$ cat src/rtl/hcfh_pkg.sv
// ----------------------------------------------------------------------------
// hcfh_pkg: shared definitions of the frame hunter
// Widths, register indexes, reset values and the per-cell control bundle.
// ----------------------------------------------------------------------------
package hcfh_pkg;

  localparam int BYTE_W           = 8;
  localparam int FILL_W           = 4;
  localparam int DATA_W           = 64;
  localparam int DROP_W           = 4;
  localparam int ERR_W            = 32;
  localparam int CFG_IDX_W        = 8;
  localparam int FRAME_LENGTH_DEF = 8;

  localparam logic [CFG_IDX_W-1:0] REG_HEADER_FIRST  = CFG_IDX_W'(0);
  localparam logic [CFG_IDX_W-1:0] REG_HEADER_SECOND = CFG_IDX_W'(1);

  localparam logic [BYTE_W-1:0] HEADER_FIRST_RST  = 8'hAA;
  localparam logic [BYTE_W-1:0] HEADER_SECOND_RST = 8'h55;

  // Control that every cell of the window sees in the same cycle.
  typedef struct packed {
    logic              shift;
    logic              load;
    logic [FILL_W-1:0] fill;
  } cell_ctl_t;

endpackage

$ cat src/rtl/hcfh_in_if.sv
// ----------------------------------------------------------------------------
// hcfh_in_if: received byte channel
// Valid/ready channel carrying one received byte per beat.
// ----------------------------------------------------------------------------
interface hcfh_in_if;
  import hcfh_pkg::*;

  logic              valid;
  logic              ready;
  logic [BYTE_W-1:0] rx_byte;

  modport source (output valid, output rx_byte, input ready);
  modport sink   (input valid, input rx_byte, output ready);
endinterface

$ cat src/rtl/hcfh_out_if.sv
// ----------------------------------------------------------------------------
// hcfh_out_if: result channel
// Valid/ready channel carrying one hunt result per beat.
// ----------------------------------------------------------------------------
interface hcfh_out_if;
  import hcfh_pkg::*;

  logic              valid;
  logic              ready;
  logic              frame_found;
  logic [DATA_W-1:0] frame_data;
  logic [DROP_W-1:0] bytes_dropped;
  logic [ERR_W-1:0]  error_total;

  modport source (output valid, output frame_found, output frame_data,
                  output bytes_dropped, output error_total, input ready);
  modport sink   (input valid, input frame_found, input frame_data,
                  input bytes_dropped, input error_total, output ready);
endinterface

$ cat src/rtl/hcfh_cfg_if.sv
// ----------------------------------------------------------------------------
// hcfh_cfg_if: configuration write channel
// Valid/ready channel carrying a register index and write data per beat.
// ----------------------------------------------------------------------------
interface hcfh_cfg_if;
  import hcfh_pkg::*;

  logic                 valid;
  logic                 ready;
  logic [CFG_IDX_W-1:0] index;
  logic [BYTE_W-1:0]    data;

  modport source (output valid, output index, output data, input ready);
  modport sink   (input valid, input index, input data, output ready);
endinterface

$ cat src/rtl/hcfh_cell.sv
// ----------------------------------------------------------------------------
// hcfh_cell: one byte position of the candidate window
// Holds one byte, takes its right neighbor's byte on a shift, loads a new
// byte when the fill count points at it, and extends the running sum.
// ----------------------------------------------------------------------------
module hcfh_cell
  import hcfh_pkg::*;
#(
  parameter int CELL_IDX = 0
) (
  input  logic              clk,
  input  cell_ctl_t         ctl,
  input  logic [BYTE_W-1:0] rx_byte,
  input  logic [BYTE_W-1:0] right_byte,
  input  logic [BYTE_W-1:0] sum_in,
  output logic [BYTE_W-1:0] byte_q,
  output logic [BYTE_W-1:0] sum_out
);

  localparam logic [FILL_W-1:0] MY_IDX = FILL_W'(CELL_IDX);

  logic [BYTE_W-1:0] byte_r;
  logic [BYTE_W-1:0] byte_nxt;

  always_comb begin
    byte_nxt = byte_r;
    if (ctl.shift) begin
      byte_nxt = right_byte;
    end else if (ctl.load && (ctl.fill == MY_IDX)) begin
      byte_nxt = rx_byte;
    end
  end

  always_ff @(posedge clk) begin
    byte_r <= byte_nxt;
  end

  assign byte_q  = byte_r;
  assign sum_out = sum_in + byte_r;

endmodule

$ cat src/rtl/header_checksum_frame_hunter_core.sv
// ----------------------------------------------------------------------------
// header_checksum_frame_hunter_core: sliding-window frame synchronizer
// Hunts for header-plus-checksum frames in a received byte stream.
// ----------------------------------------------------------------------------
// Each accepted input beat appends one byte to a window of FRAME_LENGTH byte
// cells and produces exactly one result beat. After the byte is loaded, the
// hunt examines the window once per clock: with two bytes held, a byte is
// dropped whenever the first byte misses header_first, the second misses
// header_second, or a full window fails its checksum (last byte equal to the
// 8-bit sum of the others). A full window that passes is reported in
// frame_data and the window empties. An item is thus loaded, then shifted
// by one cell position for each dropped byte, and then its result is posted.
// The input is taken again as soon as the result sits in the output
// register, even if the sink has not taken it yet; a hunt that finishes
// while the previous result still waits holds until that beat leaves.
// Configuration writes are always ready and take effect at once; write them
// only while the block is idle. Drops add to error_total, which saturates
// at all ones.
// ----------------------------------------------------------------------------
module header_checksum_frame_hunter_core
  import hcfh_pkg::*;
#(
  parameter int FRAME_LENGTH = FRAME_LENGTH_DEF
) (
  input  logic        clk,
  input  logic        rst_n,
  hcfh_in_if.sink     in_ch,
  hcfh_out_if.source  out_ch,
  hcfh_cfg_if.sink    cfg_ch
);

  localparam logic [FILL_W-1:0] FILL_FULL = FILL_W'(FRAME_LENGTH);
  localparam logic [FILL_W-1:0] FILL_PAIR = FILL_W'(2);

  typedef enum logic {
    ST_IDLE,
    ST_HUNT
  } state_t;

  state_t            state_r, state_nxt;
  logic [FILL_W-1:0] fill_r, fill_nxt;
  logic [DROP_W-1:0] drop_r, drop_nxt;
  logic [ERR_W-1:0]  err_r, err_nxt;
  logic [BYTE_W-1:0] hdr_first_r, hdr_first_nxt;
  logic [BYTE_W-1:0] hdr_second_r, hdr_second_nxt;
  logic              out_valid_r, out_valid_nxt;
  logic              out_found_r, out_found_nxt;
  logic [DATA_W-1:0] out_data_r, out_data_nxt;
  logic [DROP_W-1:0] out_drop_r, out_drop_nxt;
  logic [ERR_W-1:0]  out_err_r, out_err_nxt;

  // Cell row: byte storage and the running checksum chain.
  logic [BYTE_W-1:0] win_byte [FRAME_LENGTH];
  logic [BYTE_W-1:0] win_sum  [FRAME_LENGTH];
  cell_ctl_t         cell_ctl;
  logic              do_shift;
  logic              do_load;
  logic              hunt_done;
  logic              hunt_found;
  logic              out_free;
  logic [DATA_W-1:0] frame_word;

  genvar gi;
  generate
    for (gi = 0; gi < FRAME_LENGTH; gi++) begin : g_cell
      logic [BYTE_W-1:0] right_byte;
      logic [BYTE_W-1:0] sum_in;

      if (gi == FRAME_LENGTH - 1) begin : g_last
        assign right_byte = '0;
      end else begin : g_mid
        assign right_byte = win_byte[gi+1];
      end

      if (gi == 0) begin : g_first
        assign sum_in = '0;
      end else begin : g_rest
        assign sum_in = win_sum[gi-1];
      end

      hcfh_cell #(
        .CELL_IDX (gi)
      ) u_cell (
        .clk        (clk),
        .ctl        (cell_ctl),
        .rx_byte    (in_ch.rx_byte),
        .right_byte (right_byte),
        .sum_in     (sum_in),
        .byte_q     (win_byte[gi]),
        .sum_out    (win_sum[gi])
      );
    end
  endgenerate

  assign cell_ctl.shift = do_shift;
  assign cell_ctl.load  = do_load;
  assign cell_ctl.fill  = fill_r;

  // Frame image: byte i in bits 8i+7..8i, unused upper bytes zero.
  always_comb begin
    frame_word = '0;
    for (int i = 0; i < FRAME_LENGTH; i++) begin
      frame_word[i*BYTE_W +: BYTE_W] = win_byte[i];
    end
  end

  // The output register is free when empty or when its beat leaves now.
  assign out_free = !out_valid_r || out_ch.ready;

  always_comb begin
    state_nxt      = state_r;
    fill_nxt       = fill_r;
    drop_nxt       = drop_r;
    err_nxt        = err_r;
    hdr_first_nxt  = hdr_first_r;
    hdr_second_nxt = hdr_second_r;
    out_valid_nxt  = out_valid_r;
    out_found_nxt  = out_found_r;
    out_data_nxt   = out_data_r;
    out_drop_nxt   = out_drop_r;
    out_err_nxt    = out_err_r;
    do_shift       = 1'b0;
    do_load        = 1'b0;
    hunt_done      = 1'b0;
    hunt_found     = 1'b0;

    if (cfg_ch.valid) begin
      if (cfg_ch.index == REG_HEADER_FIRST) begin
        hdr_first_nxt = cfg_ch.data;
      end else if (cfg_ch.index == REG_HEADER_SECOND) begin
        hdr_second_nxt = cfg_ch.data;
      end
    end

    if (out_valid_r && out_ch.ready) begin
      out_valid_nxt = 1'b0;
    end

    case (state_r)
      ST_IDLE: begin
        if (in_ch.valid) begin
          do_load   = 1'b1;
          fill_nxt  = fill_r + FILL_W'(1);
          drop_nxt  = '0;
          state_nxt = ST_HUNT;
        end
      end
      ST_HUNT: begin
        if (fill_r < FILL_PAIR) begin
          hunt_done = 1'b1;
        end else if ((win_byte[0] != hdr_first_r) || (win_byte[1] != hdr_second_r)) begin
          do_shift = 1'b1;
        end else if (fill_r < FILL_FULL) begin
          hunt_done = 1'b1;
        end else if (win_sum[FRAME_LENGTH-2] == win_byte[FRAME_LENGTH-1]) begin
          hunt_done  = 1'b1;
          hunt_found = 1'b1;
        end else begin
          do_shift = 1'b1;
        end

        if (do_shift) begin
          fill_nxt = fill_r - FILL_W'(1);
          drop_nxt = drop_r + DROP_W'(1);
          if (err_r != '1) begin
            err_nxt = err_r + ERR_W'(1);
          end
        end

        if (hunt_done && out_free) begin
          out_valid_nxt = 1'b1;
          out_found_nxt = hunt_found;
          out_data_nxt  = hunt_found ? frame_word : '0;
          out_drop_nxt  = drop_r;
          out_err_nxt   = err_r;
          if (hunt_found) begin
            fill_nxt = '0;
          end
          state_nxt = ST_IDLE;
        end
      end
      default: begin
        state_nxt = ST_IDLE;
      end
    endcase
  end

  always_ff @(posedge clk) begin
    if (!rst_n) begin
      state_r      <= ST_IDLE;
      fill_r       <= '0;
      drop_r       <= '0;
      err_r        <= '0;
      hdr_first_r  <= HEADER_FIRST_RST;
      hdr_second_r <= HEADER_SECOND_RST;
      out_valid_r  <= 1'b0;
    end else begin
      state_r      <= state_nxt;
      fill_r       <= fill_nxt;
      drop_r       <= drop_nxt;
      err_r        <= err_nxt;
      hdr_first_r  <= hdr_first_nxt;
      hdr_second_r <= hdr_second_nxt;
      out_valid_r  <= out_valid_nxt;
    end
    out_found_r <= out_found_nxt;
    out_data_r  <= out_data_nxt;
    out_drop_r  <= out_drop_nxt;
    out_err_r   <= out_err_nxt;
  end

  assign in_ch.ready          = (state_r == ST_IDLE);
  assign cfg_ch.ready         = 1'b1;
  assign out_ch.valid         = out_valid_r;
  assign out_ch.frame_found   = out_found_r;
  assign out_ch.frame_data    = out_data_r;
  assign out_ch.bytes_dropped = out_drop_r;
  assign out_ch.error_total   = out_err_r;

endmodule

$ cat src/flat_wrapper.sv
// flat-port wrapper written by rule: the top's interface ports become plain ports
module header_checksum_frame_hunter_core_flat import hcfh_pkg::*;
#(
  parameter int FRAME_LENGTH = FRAME_LENGTH_DEF
)
  (clk, rst_n, in_ch_valid, in_ch_rx_byte, in_ch_ready, out_ch_valid, out_ch_frame_found, out_ch_frame_data, out_ch_bytes_dropped, out_ch_error_total, out_ch_ready, cfg_ch_valid, cfg_ch_index, cfg_ch_data, cfg_ch_ready);
  hcfh_in_if in_ch_i ();
  hcfh_out_if out_ch_i ();
  hcfh_cfg_if cfg_ch_i ();
  input  logic clk;
  input  logic rst_n;
  input wire logic [$bits(in_ch_i.valid)-1:0] in_ch_valid;
  input wire logic [$bits(in_ch_i.rx_byte)-1:0] in_ch_rx_byte;
  output wire logic [$bits(in_ch_i.ready)-1:0] in_ch_ready;
  output wire logic [$bits(out_ch_i.valid)-1:0] out_ch_valid;
  output wire logic [$bits(out_ch_i.frame_found)-1:0] out_ch_frame_found;
  output wire logic [$bits(out_ch_i.frame_data)-1:0] out_ch_frame_data;
  output wire logic [$bits(out_ch_i.bytes_dropped)-1:0] out_ch_bytes_dropped;
  output wire logic [$bits(out_ch_i.error_total)-1:0] out_ch_error_total;
  input wire logic [$bits(out_ch_i.ready)-1:0] out_ch_ready;
  input wire logic [$bits(cfg_ch_i.valid)-1:0] cfg_ch_valid;
  input wire logic [$bits(cfg_ch_i.index)-1:0] cfg_ch_index;
  input wire logic [$bits(cfg_ch_i.data)-1:0] cfg_ch_data;
  output wire logic [$bits(cfg_ch_i.ready)-1:0] cfg_ch_ready;
  assign in_ch_i.valid = in_ch_valid;
  assign in_ch_i.rx_byte = in_ch_rx_byte;
  assign in_ch_ready = in_ch_i.ready;
  assign out_ch_valid = out_ch_i.valid;
  assign out_ch_frame_found = out_ch_i.frame_found;
  assign out_ch_frame_data = out_ch_i.frame_data;
  assign out_ch_bytes_dropped = out_ch_i.bytes_dropped;
  assign out_ch_error_total = out_ch_i.error_total;
  assign out_ch_i.ready = out_ch_ready;
  assign cfg_ch_i.valid = cfg_ch_valid;
  assign cfg_ch_i.index = cfg_ch_index;
  assign cfg_ch_i.data = cfg_ch_data;
  assign cfg_ch_ready = cfg_ch_i.ready;
  header_checksum_frame_hunter_core #(.FRAME_LENGTH(FRAME_LENGTH)) u_core (.clk(clk), .rst_n(rst_n), .in_ch(in_ch_i), .out_ch(out_ch_i), .cfg_ch(cfg_ch_i));
endmodule
$ cat config.mk
export PLATFORM = sky130hd
export DESIGN_NAME = header_checksum_frame_hunter_core_flat
export DESIGN_NICKNAME = d
export VERILOG_FILES = /design/src/rtl/hcfh_pkg.sv /design/src/rtl/hcfh_in_if.sv /design/src/rtl/hcfh_out_if.sv /design/src/rtl/hcfh_cfg_if.sv /design/src/rtl/hcfh_cell.sv /design/src/rtl/header_checksum_frame_hunter_core.sv /design/src/flat_wrapper.sv
export SDC_FILE = /design/constraint.sdc
export NUM_CORES = 1
export LEC_CHECK = 0
export CORE_MARGIN = 2
export CORE_UTILIZATION = 45
export DETAILED_ROUTE_END_ITERATION = 12
export DONT_BUFFER_PORTS = 1
export GPL_ROUTABILITY_DRIVEN = 0
export PLACE_DENSITY = 0.72
export SETUP_SLACK_MARGIN = 0.2
export SYNTH_ARGS = -nofsm -noshare
export SYNTH_HDL_FRONTEND = slang
export SYNTH_SLANG_ARGS = --single-unit
$ cat constraint.sdc
create_clock -name clk -period 11.3 [get_ports clk]
set_input_delay 0 -clock clk [delete_from_list [all_inputs] [get_ports clk]]
set_output_delay 0 -clock clk [all_outputs]
set_load 0.02 [all_outputs]
# Word level (Yosys, flattened, before mapping)
# Index checks and enable logic that the tools add are counted.
[word_totals] regBits=223 out_inout_bits=104 elab_cells=118
[op_classes] addsub=10 n_lt_le_gt_ge=2 n_eq_ne=14 mux=44 bitwise_logic=2 n_reduce_logical=27
[op_table] op="2-to-1 mux 8 bit" count=14
[op_table] op="adder 8 bit" count=6
[op_table] op="adder 32 x 1 -> 32 bit (second input constant)" count=1
[op_table] op="inequality test 32 bit (second input constant)" count=1
[op_table] op="2-to-1 mux 4 bit" count=6
[op_table] op="2-to-1 mux 1 bit" count=21
[op_table] op="== test 4 x 3 -> 1 bit (second input constant)" count=4
[op_table] op="inequality test 8 bit" count=2
[op_table] op="one-hot mux 4 bit (2 select lines)" count=2
[op_table] op="nonzero test 2 bit" count=7
[op_table] op="logical AND 1 bit" count=10
[op_table] op="adder 4 x 1 -> 4 bit (second input constant)" count=2
[op_table] op="== test 4 x 2 -> 1 bit (second input constant)" count=2
[op_table] op="== test 8 x 1 -> 1 bit (second input constant)" count=1
[op_table] op="== test 8 bit" count=1
[op_table] op="logical NOT 8 bit" count=1
[op_table] op="AND reduction 2 bit" count=3
[op_table] op="AND reduction 3 bit" count=2
[op_table] op="== test 4 x 1 -> 1 bit (second input constant)" count=1
[op_table] op="logical NOT 4 bit" count=1
[op_table] op="less-than comparator 4 x 2 -> 1 bit (second input constant)" count=1
[op_table] op="less-than comparator 4 bit (second input constant)" count=1
[op_table] op="inequality test 2 bit (second input constant)" count=2
[op_table] op="subtractor 4 x 1 -> 4 bit (second input constant)" count=1
[op_table] op="4 further kinds" count=6

# Longest topological paths before layout
# Gate-level depths: netlist of run 1.
[depth] ltp_word=16 ltp_mapped=19

# Modules after synthesis
# Synthesis of run 1 repeated with hierarchy kept, for this count alone.
[hier_totals] hier_cells=1020 hier_area_um2=12000.3
[by_module_without_submodules] mod="header_checksum_frame_hunter_core" instances=1 cells_each=533 area_each_um2=6565.0 seq_area_each_um2=4194.0
[by_module_without_submodules] mod="hcfh_cell (u_core.g_cell[1].u_cell ...)" instances=5 cells_each=61 area_each_um2=683.2 seq_area_each_um2=240.2
[by_module_without_submodules] mod="hcfh_cell (u_core.g_cell[0].u_cell ...)" instances=2 cells_each=61 area_each_um2=680.7 seq_area_each_um2=240.2
[by_module_without_submodules] mod="hcfh_cell (u_core.g_cell[3].u_cell)" instances=1 cells_each=60 area_each_um2=658.1 seq_area_each_um2=240.2

# Worst setup path after synthesis of run 1
# Ideal clock, no wire load.
[synth_path] path_kind="register -> register" from="reg u_core.g_cell[4].u_cell.byte_r[2]" to="reg u_core.out_drop_r[0], in the netlist u_core.out_ch.bytes_dropped[0], enable pin" setup_ps=574 arrival_ps=8766 required_ps=10726 slack_ps=1960 stages_incl_launch_ff=15 n_path_buf=0 cell_sequence="edfxtp_1 -> fa_1 -> inv_1 -> fa_1 -> fa_1 -> inv_1 -> fa_1 -> fa_1 -> xnor3_1 -> nand4_1 -> nor3_1 -> o211a_1 -> nand2_1 -> a211o_1 -> nor2b_1"
[synth_via] elab_chain_len=11
[synth_lines] item="start, declared" line_no="hcfh_cell.sv:22" rtl="logic [BYTE_W-1:0] byte_r;"
[synth_lines] item="start signal, assigned" line_no="hcfh_cell.sv:35" rtl="byte_r <= byte_nxt;"
[synth_lines] item="adder 8 bit (3 in a row)" line_no="hcfh_cell.sv:39" rtl="assign sum_out = sum_in + byte_r;"
[synth_lines] item="== test 8 bit" line_no="header_checksum_frame_hunter_core.sv:155" rtl="end else if (win_sum[FRAME_LENGTH-2] == win_byte[FRAME_LENGTH-1]) begin"
[synth_lines] item="2-to-1 mux 1 bit" line_no="header_checksum_frame_hunter_core.sv:155"
[synth_lines] item="2-to-1 mux 1 bit" line_no="header_checksum_frame_hunter_core.sv:153" rtl="end else if (fill_r < FILL_FULL) begin"
[synth_lines] item="2-to-1 mux 1 bit" line_no="header_checksum_frame_hunter_core.sv:151" rtl="end else if ((win_byte[0] != hdr_first_r) || (win_byte[1] != hdr_second_r)) begin"
[synth_lines] item="2-to-1 mux 1 bit" line_no="header_checksum_frame_hunter_core.sv:149" rtl="if (fill_r < FILL_PAIR) begin"
[synth_lines] item="2-to-1 mux 1 bit" line_no="header_checksum_frame_hunter_core.sv:139" rtl="case (state_r)"
[synth_lines] item="logical AND 1 bit" line_no="header_checksum_frame_hunter_core.sv:170" rtl="if (hunt_done && out_free) begin"
[synth_lines] item="AND reduction 2 bit (no source line)"
[synth_lines] item="end signal, assigned" line_no="header_checksum_frame_hunter_core.sv:208" rtl="out_drop_r <= out_drop_nxt;"
[synth_lines] item="end, declared" line_no="header_checksum_frame_hunter_core.sv:49" rtl="logic [DROP_W-1:0] out_drop_r, out_drop_nxt;"
# Every way passes these cells. The select of a mux whose other input is x is not followed.
# A chain may end at the register's enable or synchronous reset.

# Final worst setup path of run 1
[layout_path] from="reg u_core.g_cell[1].u_cell.byte_r[3]" to="reg u_core.out_data_r[8], in the netlist u_core.out_ch.frame_data[8], enable pin"
[layout_via] elab_chain_len=14 word_cells_on_any_way=16 classes_between="add/sub: 6; eq/ne: 2; mux: 5; reduce/logical: 3"
[layout_lines] item="start, declared" line_no="hcfh_cell.sv:22"
[layout_lines] item="start signal, assigned" line_no="hcfh_cell.sv:35"
[layout_lines] item="adder 8 bit (6 in a row)" line_no="hcfh_cell.sv:39"
[layout_lines] item="== test 8 bit" line_no="header_checksum_frame_hunter_core.sv:155"
[layout_lines] item="2-to-1 mux 1 bit" line_no="header_checksum_frame_hunter_core.sv:155"
[layout_lines] item="2-to-1 mux 1 bit" line_no="header_checksum_frame_hunter_core.sv:153"
[layout_lines] item="2-to-1 mux 1 bit *" line_no="header_checksum_frame_hunter_core.sv:151"
[layout_lines] item="2-to-1 mux 1 bit *" line_no="header_checksum_frame_hunter_core.sv:149"
[layout_lines] item="2-to-1 mux 1 bit *" line_no="header_checksum_frame_hunter_core.sv:139"
[layout_lines] item="logical AND 1 bit *" line_no="header_checksum_frame_hunter_core.sv:170"
[layout_lines] item="AND reduction 2 bit (no source line) *"
[layout_lines] item="end signal, assigned" line_no="header_checksum_frame_hunter_core.sv:207" rtl="out_data_r <= out_data_nxt;"
[layout_lines] item="end, declared" line_no="header_checksum_frame_hunter_core.sv:48" rtl="logic [DATA_W-1:0] out_data_r, out_data_nxt;"
# Every way passes the cells marked *; elsewhere a longest branch is shown, timed or not. The select of a mux whose other input is x is not followed.

==> results.py, run 1 <==
metrics = {
    "synth": {
        "yosys.area.top_type": "edfxtp_1",
        "synth_edf_count": 157,
        "ys_warn_count": 0,
        "synthArstFlopShare_pct": 0,
        "seq_area_frac_synth_pct": 57.5,
        "synth_fp_nets": 934,
        "synthTopCellsByCount": "edfxtp_1 (157), dfxtp_1 (66), and2_1 (63)",
        "yosys_most_used_dff": "edfxtp_1",
        "syn_area_mm2": 0.0105,
        "ys_ff_latch": 223,
        "synthTopCellsByArea": "edfxtp_1 (45%), dfxtp_1 (13%), fa_1 (6.1%)",
        "synth.avg_cell_area_um2": 12.2,
        "postSynthCellCount": 858,
        "synth_cell_types": 59,
        "yosys.area.top_type_share_pct": 44.9,
        "synthMostInstantiatedCell": "edfxtp_1",
    },
    "critical_path": {
        "ff2ff_setup_slack_ns": 4.43,
        "crit_type": "register to register",
        "crit_required_ns": 11.42,
        "arrival_ns": 6.99,
        "endpoint_kind": "register",
        "worst_setup_path_start_kind": "register",
        "cp_max_fo": 71,
    },
    "flow_run": {
        "cap_violations": 0,
    },
    "sta": {
        "whs_ns": 0.0484,
        "hold_viol": 0,
        "setup_violations": 0,
        "rsz0062_at_grt": "no",
        "tns_ns": 0,
        "fmaxAchievable_mhz": 146,
        "max-slew-margin-rel_pct": 37.4,
        "worst_slew_pin_slew_ns": 0.936,
        "fin_worst_skew_ns": 0.0223,
        "timing.final.crit_share_pct": 60.8,
        "worst_slack_ns": 4.43,
        "final.min_clock_period_ns": 6.87,
        "slew_violations": 0,
    },
    "finish": {
        "drive_gt1_share_pct": 5.85,
        "fillCellCount": 1948,
        "nNetsFinal": 949,
        "area_growth_pct": 12.7,
        "seq_area_mm2": 0.00604,
        "final_core_util_pct": 52.0,
        "multi_input_area_mm2": 0.00410,
    },
    "detailed_routing": {
        "num_vias": 6572,
        "drt-total-wl_mm": 23.9,
        "drt_iter0_drc": 557,
        "routedWlPerCell_um": 19.8,
        "drtPass1Iterations": 5,
        "final_antenna_net_count": 0,
        "drc_errors": 0,
        "via_per_inst": 5.46,
    },
    "pwr": {
        "p_sw_share_pct": 29.1,
        "share_comb_of_total_power_pct": 20.3,
        "powerDensity_mw_per_mm2": 186,
        "p_seq_share_pct": 45.3,
        "power.internal_uw": 1560,
        "switchingPower_uw": 639,
        "finalPower_uw": 2200,
        "peakVddDrop_uv": 105,
        "leakagePower_uw": 0.00448,
        "pwr-share-clk_pct": 34.4,
    },
    "die": {
        "io_pins": 133,
        "fp.dieH_um": 157,
        "dieArea_mm2": 0.0246,
        "start_util_pct": 46.1,
        "core_mm2": 0.0228,
        "placementRows": 55,
        "die_x_um": 157,
    },
    "place": {
        "dpl.hpwl_mm": 16.4,
        "io_buffers": 0,
        "dp_slack_ns": 4.45,
    },
    "global_route": {
        "grt.overflow.total": 0,
        "grt_max_degree": 72,
        "track_usage_pct": 19.7,
        "grt_pass1_vias": 6373,
        "grt_pass1_wl_mm": 37.4,
        "antenna_found_initial": 1,
    },
    "clock_tree": {
        "cts_buffers": 23,
        "clk_pin_slew_ns": 0.07,
        "cts_buffer_depth": 3,
        "clock_sinks": 223,
        "cts_tree": "built",
        "insertion_delay_ns": 0.51,
        "cts-htree-levels": 1,
        "cts_root_buffer": "clkbuf_16",
        "cts_setup_buffers": 0,
    },
    "worst_hold_path": {
        "hold_path.class": "input pin to register",
    },
    "status": {
        "outcome": "complete, no violations",
    },
}
[power groups by stage]
stage,sequential [µW],clock (µW),combinational (µW)
after floorplan,1000,0,355
after global placement,1010,0,422
after detailed placement,1010,0,433
after CTS,996,769,445
after global routing,1000,801,491
final,996,755,446
[stage by stage]
step | cell area, µm² | instances
CTS | 11800 | 1202
floorplan | 10500 | 858
detailed placement | 10700 | 1127
global placement | 10700 | 1127
finish | 11800 | 1203
global route | 11800 | 1203
[worst max-delay path, stage by stage, from the launching register on]
cell	delay, ns
edfxtp_1	0.46
fa_1	0.58
inv_1	0.06
fa_1	0.49
fa_1	0.55
inv_1	0.05
fa_1	0.47
ha_1	0.36
a21oi_1	0.42
nand4_1	0.17
a31oi_1	0.31
o211a_1	0.26
nand2_1	0.26
a211o_1	0.42
nor2b_4	0.74
buf_4	0.84
[path summary, 6_finish.rpt]
check                                                                  from                                   endpoint  depth (start not counted)
worst min-delay path                                        cfg_ch_index[4]         u_core.hdr_first_r[6]$_SDFFE_PN0P_                          5
worst max-delay path            u_core.g_cell[1].u_cell.byte_q[3]$_DFFE_PP_  u_core.out_ch.frame_data[8]$_SDFFCE_PN0P_                         15
worst max register to register  u_core.g_cell[1].u_cell.byte_q[3]$_DFFE_PP_  u_core.out_ch.frame_data[8]$_SDFFCE_PN0P_                         15
worst min register to register                 u_core.err_r[4]$_SDFFE_PN0P_     u_core.out_ch.error_total[4]$_DFFE_PP_                          0
[cells in the final DEF, fill, tap and decap left out, types with 20 or more instances in the layout]
cell type / synthesis / routed
and2_1: 63 / 63
nand2_1: 62 / 62
mux2i_1: 25 / 25
a21oi_1: 42 / 42
inv_1: 46 / 46
fa_1: 32 / 32
dlygate4sd3_1: 0 / 33
nor2_1: 20 / 20
edfxtp_1: 157 / 157
a21o_1: 56 / 56
nand3_1: 33 / 33
dfxtp_1: 66 / 66
clkbuf_16: 0 / 23
[logic make-up after synthesis]
group           share of synthesized area [%]
buf+inv                                  3.73
xor+xnor                                 3.97
mux                                      2.38
flops                                    57.5
compound gates                           10.3
fa+ha+maj                                7.89
other cells                            0.0357
simple gates                             14.2
[final cells by class]
class | instances | area share [%]
Antenna cell | 1 | 0.0211
Clock buffer | 28 | 5.11
Clock inverter | 13 | 1.17
Inverter | 48 | 1.52
Multi-Input combinational cell | 538 | 34.6
Sequential cell | 223 | 51.0
Tap cell | 313 | 3.31
Timing Repair Buffer | 39 | 3.28
[sequential cells by signal, indices dropped and copies added, names as in the netlist]
register,count
u_core.fill_r,4
u_core.hdr_first_r,8
u_core.err_r,32
u_core.out_ch.error_total,32
u_core.out_ch.valid,1
u_core.g_cell.u_cell.byte_q,64
u_core.out_ch.frame_found,1
u_core.hdr_second_r,8
u_core.out_ch.frame_data,64
u_core.out_ch.bytes_dropped,4
u_core.state_r,1
u_core.drop_r,4
[layer usage]
layer | share of wire [%] | global-route usage [%] | up-vias
li1 | - | - | 3107
met1 | 44 | 27.4 | 3233
met2 | 47 | 31.3 | 214
met3 | 7.7 | 5.10 | 18
met4 | 1.2 | 4.37 | 0
met5 | 0 | 0 | -
[what timing repair did]
item                      CTS  global route
resized for setup           0             0
hold endpoints to repair   47             0
hold buffers               34             0
Note: power is estimated with default switching activity, not from simulation.
==> run 2: changes to the inputs <==
==> constraint.sdc (replaced) <==
create_clock -name clk -period 6.4 [get_ports clk]
set_input_delay 0 -clock clk [delete_from_list [all_inputs] [get_ports clk]]
set_output_delay 0 -clock clk [all_outputs]
set_load 0.02 [all_outputs]
==> run 2 against run 1 <==
Combinational power is 78% higher. Hold slack better by 0.012 ns. Register-to-register slack worse by 3.9 ns. Fmax is 17% higher. Largest power group unchanged. Count of clock-buffer cells in the layout is 1 higher. Critical endpoint is now u_core.out_ch.frame_data[43]$_SDFFCE_PN0P_. Final area is 0.85% higher. Clock power is 84% higher. Via count is 1.6% higher. Die area stayed put. First-iteration DRC count is 13% higher.
==> results.py, run 2 (synthesized netlist as in run 1, its figures left out) <==
metrics = {
    "finish": {
        "design_area_mm2": 0.0119,
        "area_growth_pct": 13.7,
        "final_common_cell": "edfxtp_1",
        "final_cell_mix": "edfxtp_1 (157), dfxtp_1 (66), and2_1 (63)",
        "drive_gt1_share_pct": 6.17,
        "nNetsFinal": 950,
        "final_core_util_pct": 52.4,
    },
    "detailed_routing": {
        "drc_errors": 0,
        "wl_met3_mm": 1.78,
        "routedWlPerCell_um": 19.3,
        "wl_met2_mm": 10.6,
        "routed.top_layer": "met4",
        "drt_iter0_drc": 631,
        "drt-met1-wl_mm": 10.5,
        "drt-total-wl_mm": 23.3,
        "num_vias": 6674,
        "drtPass1Iterations": 5,
        "final_antenna_net_count": 0,
        "via_per_inst": 5.53,
    },
    "die": {
        "placementRows": 55,
        "core_mm2": 0.0228,
        "fp.dieH_um": 157,
        "io_pins": 133,
        "dieArea_mm2": 0.0246,
        "die_x_um": 157,
        "start_util_pct": 46.1,
    },
    "status": {
        "outcome": "complete, no violations",
    },
    "clock_tree": {
        "cts_buffer_depth": 3,
        "cts_resized": 0,
        "cts-htree-levels": 1,
        "cts_buffers": 24,
        "clock_sinks": 223,
        "clk_pin_slew_ns": 0.06,
        "cts_tree": "built",
        "cts_root_buffer": "clkbuf_16",
        "cts_setup_buffers": 0,
        "insertion_delay_ns": 0.51,
    },
    "critical_path": {
        "arrival_ns": 6.01,
        "startpoint": "u_core.g_cell[1].u_cell.byte_q[2]$_DFFE_PP_",
        "ff2ff_setup_slack_ns": 0.54,
        "rr_endpoint": "u_core.out_ch.frame_data[43]$_SDFFCE_PN0P_",
        "crit_type": "register to register",
        "critical_path.endpoint": "u_core.out_ch.frame_data[43]$_SDFFCE_PN0P_",
        "crit_required_ns": 6.55,
        "critPathSlowestCell": "fa_1",
        "cp_cell_sequence": "fa_1, inv_1, fa_1, fa_1, inv_1, fa_1, fa_1, nand3_1, a21oi_1, a211oi_2, xnor2_1, nand2_1, a211o_1, nor2b_4, buf_4",
        "r2r_cells": 15,
        "r2r-start": "u_core.g_cell[1].u_cell.byte_q[2]$_DFFE_PP_",
        "endpoint_kind": "register",
        "slowest_delay_ns": 0.58,
        "worst_setup_path_start_kind": "register",
        "crit_top_cell": "fa_1",
        "cp_max_fo": 39,
    },
    "sta": {
        "rsz0062_at_grt": "no",
        "slew_violations": 0,
        "max-slew-margin-rel_pct": 37.7,
        "setup_violations": 0,
        "fmaxAchievable_mhz": 171,
        "timing.final.crit_share_pct": 91.6,
        "worst_slew_pin_slew_ns": 0.931,
        "hold_viol": 0,
        "fin_worst_skew_ns": 0.0200,
        "tns_ns": 0,
        "final.min_clock_period_ns": 5.86,
    },
    "pwr": {
        "powerDensity_mw_per_mm2": 330,
        "p_sw_share_pct": 28.9,
        "power.internal_uw": 2800,
        "switchingPower_uw": 1140,
        "share_comb_of_total_power_pct": 20.1,
        "pwr-share-clk_pct": 35.3,
        "leakagePower_uw": 0.00451,
        "p_seq_share_pct": 44.5,
        "peakVddDrop_uv": 158,
    },
    "place": {
        "placed_area_mm2": 0.0108,
        "io_buffers": 0,
        "dpl.hpwl_mm": 16.1,
    },
    "flow_run": {
        "cap_violations": 0,
    },
    "worst_hold_path": {
        "hold_path.class": "input pin to register",
    },
    "global_route": {
        "grt_max_degree": 65,
        "grt.overflow.total": 0,
        "grt_pass1_wl_mm": 36.2,
        "track_usage_pct": 19.0,
        "grt_pass1_vias": 6331,
        "antenna_found_initial": 1,
    },
}
-- run 2: changes by cell type in the layout (fill, tap and decap cells not counted), moves of 2 or more --
cell / previous run / this run
clkinvlp_4: 1 / 3
buf_4: 5 / 2
clkbuf_16: 23 / 25
clkinv_2: 6 / 3
buf_12: 1 / 4
-- run 2: per-stage QoR --
stage          hold slack (ns)  total power (µW)  setup slack (ns)  cells
3_5_place_dp            0.0829              2560             0.565   1127
5_1_grt                  0.101              4110             0.248   1206
4_1_cts                 0.0418              3970             0.552   1205
3_3_place_gp            0.0807              2550             0.692   1127
2_1_floorplan            0.125              2400             0.202    858
6_report                0.0601              3940             0.540   1206
-- run 2: cell type report --
class / instances / area [µm²]
repair buffers: 39 / 425
well taps: 313 / 392
clock buffers: 29 / 641
diodes: 1 / 2.50
fillers: 1919 / 10800
flip-flops and latches: 223 / 6040
clock inverters: 15 / 160
multi-input cells: 538 / 4100
inverters: 48 / 180
-- run 2: worst min-delay path by stage --
stage                    startpoint                                  end  slack (ns)  depth (start not counted)
floorplan            cfg_ch_data[0]  u_core.hdr_second_r[0]$_SDFFE_PN1P_        0.13                          2
global placement              rst_n   u_core.hdr_first_r[3]$_SDFFE_PN1P_        0.08                          1
detailed placement            rst_n  u_core.hdr_second_r[4]$_SDFFE_PN1P_        0.08                          1
CTS                 cfg_ch_index[4]   u_core.hdr_first_r[0]$_SDFFE_PN0P_        0.04                          5
global route        cfg_ch_index[6]   u_core.hdr_first_r[4]$_SDFFE_PN0P_        0.10                          5
finish              cfg_ch_index[4]   u_core.hdr_first_r[6]$_SDFFE_PN0P_        0.06                          5
-- run 2: worst max-delay path, delay by kind of cell (launching register included) --
kind | cells | cell delay, ns
flops | 1 | 0.48
compound gates | 3 | 0.90
buf+inv | 3 | 0.56
xor+xnor | 1 | 0.27
fa+ha+maj | 5 | 2.59
simple gates | 3 | 0.65
-- run 2: repair_timing --
item | CTS | global route
endpoints found under the hold margin | 60 | 0
endpoints found under the setup margin | 0 | 0
hold buffers | 34 | 0
-- run 2: layer usage --
layer | vias up | GRT usage (%)
met3 | 25 | 4.74
li1 | 3131 | -
met4 | 0 | 4.41
met2 | 218 | 28.9
met5 | - | 0
met1 | 3300 | 27.3
-- run 2: power by group through the flow --
stage,combinational (µW),clock [µW],sequential (µW)
3_3_place_gp,761,0,1790
6_report,794,1390,1760
5_1_grt,877,1470,1770
4_1_cts,797,1410,1760
2_1_floorplan,632,0,1760
3_5_place_dp,774,0,1790
==> run 3: changes to the inputs <==
--- a/config.mk
+++ b/config.mk
@@ -9,7 +9,7 @@
 export CORE_UTILIZATION = 45
 export DETAILED_ROUTE_END_ITERATION = 12
 export DONT_BUFFER_PORTS = 1
-export GPL_ROUTABILITY_DRIVEN = 0
+export MAX_ROUTING_LAYER = met4
 export PLACE_DENSITY = 0.72
 export SETUP_SLACK_MARGIN = 0.2
 export SYNTH_ARGS = -nofsm -noshare
==> run 3 against run 2 <==
Final area about the same. Fmax up 0.20%. Global-route usage up 0.56 points. Via count down 0.33%. Routed wire length about the same. Sequential share of layout area about the same. Setup slack better by 0.012 ns. Highest routed layer unchanged.
==> results.py, run 3 (synthesized netlist as in run 1, its figures left out) <==
metrics = {
    "critical_path": {
        "startpoint": "u_core.g_cell[1].u_cell.byte_q[2]$_DFFE_PP_",
        "r2r_cells": 15,
        "cp_max_fo": 39,
        "cpLargestDelayFamily": "adder cells",
        "critical_path_cell_count": 15,
        "ff2ff_setup_slack_ns": 0.55,
        "critPathSlowestCell": "fa_1",
        "crit_required_ns": 6.55,
        "crit_top_cell": "fa_1",
        "rr_endpoint": "u_core.out_ch.frame_data[43]$_SDFFCE_PN0P_",
        "worst_setup_path_start_kind": "register",
        "r2r-start": "u_core.g_cell[1].u_cell.byte_q[2]$_DFFE_PP_",
        "endpoint_kind": "register",
        "slowest_delay_ns": 0.58,
        "arrival_ns": 6.00,
        "cp_num_buf_inv": 3,
        "cp_cell_sequence": "fa_1, inv_1, fa_1, fa_1, inv_1, fa_1, fa_1, nand3_1, a21oi_1, a211oi_2, xnor2_1, nand2_1, a211o_1, nor2b_4, buf_4",
        "critical_path.endpoint": "u_core.out_ch.frame_data[43]$_SDFFCE_PN0P_",
        "crit_type": "register to register",
    },
    "sta": {
        "rsz0062_at_grt": "no",
        "final.min_clock_period_ns": 5.85,
        "slew_violations": 0,
        "fin_worst_skew_ns": 0.0204,
        "hold_viol": 0,
        "setup_violations": 0,
        "max-slew-margin-rel_pct": 37.7,
        "fmaxAchievable_mhz": 171,
        "tns_ns": 0,
        "timing.final.crit_share_pct": 91.4,
        "worst_slack_ns": 0.552,
        "worst_slew_pin_slew_ns": 0.932,
    },
    "detailed_routing": {
        "drtPass1Iterations": 5,
        "drc_errors": 0,
        "drt-total-wl_mm": 23.3,
        "wl_met2_mm": 10.5,
        "final_antenna_net_count": 0,
        "routed.top_layer": "met4",
        "routedWlPerCell_um": 19.3,
        "via_per_inst": 5.51,
        "num_vias": 6652,
        "drt_iter0_drc": 626,
        "wl_met3_mm": 1.76,
        "drt-met1-wl_mm": 10.6,
    },
    "finish": {
        "fillCellCount": 1918,
        "final_cell_mix": "edfxtp_1 (157), dfxtp_1 (66), and2_1 (63)",
        "final_common_cell": "edfxtp_1",
        "design_area_mm2": 0.0119,
        "fin_cells": 1207,
        "nNetsFinal": 950,
        "final_core_util_pct": 52.4,
        "drive_gt1_share_pct": 6.17,
        "area_growth_pct": 13.7,
    },
    "pwr": {
        "switchingPower_uw": 1140,
        "power.internal_uw": 2800,
        "p_seq_share_pct": 44.6,
        "share_comb_of_total_power_pct": 20.1,
        "leakagePower_uw": 0.00451,
        "powerDensity_mw_per_mm2": 330,
        "peakVddDrop_uv": 159,
        "pwr-share-clk_pct": 35.4,
        "p_sw_share_pct": 28.9,
    },
    "die": {
        "die_x_um": 157,
        "fp.dieH_um": 157,
        "io_pins": 133,
        "placementRows": 55,
        "start_util_pct": 46.1,
        "dieArea_mm2": 0.0246,
        "core_mm2": 0.0228,
    },
    "global_route": {
        "grt.overflow.total": 0,
        "antenna_found_initial": 1,
        "grt_pass1_wl_mm": 36.2,
        "grt_pass1_vias": 6339,
        "track_usage_pct": 19.5,
        "grt_max_degree": 65,
    },
    "flow_run": {
        "cap_violations": 0,
    },
    "place": {
        "placed_area_mm2": 0.0108,
        "placed_cells": 1127,
        "dp_slack_ns": 0.565,
        "dpl.hpwl_mm": 16.1,
        "gp_congestion": 0.869,
        "io_buffers": 0,
    },
    "clock_tree": {
        "clock_sinks": 223,
        "cts_tree": "built",
        "cts_buffers": 24,
        "cts_root_buffer": "clkbuf_16",
        "cts_buffer_depth": 3,
        "cts-htree-levels": 1,
        "clk_pin_slew_ns": 0.06,
        "insertion_delay_ns": 0.51,
    },
    "status": {
        "outcome": "complete, no violations",
    },
    "worst_hold_path": {
        "hold_path.class": "input pin to register",
    },
}
run 3: cell count changes in the layout (fill, tap and decap cells not counted):
cell,change
diode_2,+1
run 3: layer usage:
| metal | vias to the layer above | track usage, % |
|---|---|---|
| met2 | 211 | 29.0 |
| met3 | 29 | 4.96 |
| li1 | 3129 | - |
| met4 | 0 | 4.41 |
| met1 | 3283 | 27.1 |
| met5 | - | - |
run 3: tightest hold or removal path, stage by stage:
cell and delay [ns]:
nor4b_1 0.03, nand2_1 0.05, nor2_1 0.19, mux2i_1 0.18
nor2_1 0.07
run 3: stage by stage:
step	hold slack, ns	total power [µW]
finish	0.0627	3940
global route	0.101	4110
CTS	0.0418	3970
detailed placement	0.0829	2560
global placement	0.0807	2550
floorplan	0.125	2400
run 3: area by class of cell:
class	count	area (µm²)	share of cell area [%]
timing repair buffer	39	425	3.56
multi-input combinational	538	4100	34.3
inverter	48	180	1.51
clock inverter	15	160	1.34
sequential	223	6040	50.6
tap	313	392	3.28
clock buffer	29	641	5.37
antenna	2	5.00	0.0419
run 3: power by group through the flow:
stage / combinational, µW / sequential, µW / clock, µW
4_1_cts: 797 / 1760 / 1410
5_1_grt: 877 / 1770 / 1470
2_1_floorplan: 632 / 1760 / 0
6_report: 790 / 1760 / 1390
3_5_place_dp: 774 / 1790 / 0
3_3_place_gp: 761 / 1790 / 0
run 3: timing repair:
| item | in CTS | in global routing |
|---|---|---|
| resized for setup | 0 | 0 |
| setup buffers | 0 | 0 |
| hold endpoints to repair | 60 | 0 |
| hold buffers | 34 | 0 |
| setup endpoints to repair | 0 | 0 |
run 3: how the worst min path moves through the flow:
stage,start,slack [ns],cells past startpoint,to
after global routing,cfg_ch_index[6],0.10,5,u_core.hdr_first_r[4]$_SDFFE_PN0P_
after CTS,cfg_ch_index[4],0.04,5,u_core.hdr_first_r[0]$_SDFFE_PN0P_
after floorplan,cfg_ch_data[0],0.13,2,u_core.hdr_second_r[0]$_SDFFE_PN1P_
after detailed placement,rst_n,0.08,1,u_core.hdr_second_r[4]$_SDFFE_PN1P_
after global placement,rst_n,0.08,1,u_core.hdr_first_r[3]$_SDFFE_PN1P_
final,cfg_ch_index[4],0.06,5,u_core.hdr_first_r[6]$_SDFFE_PN0P_
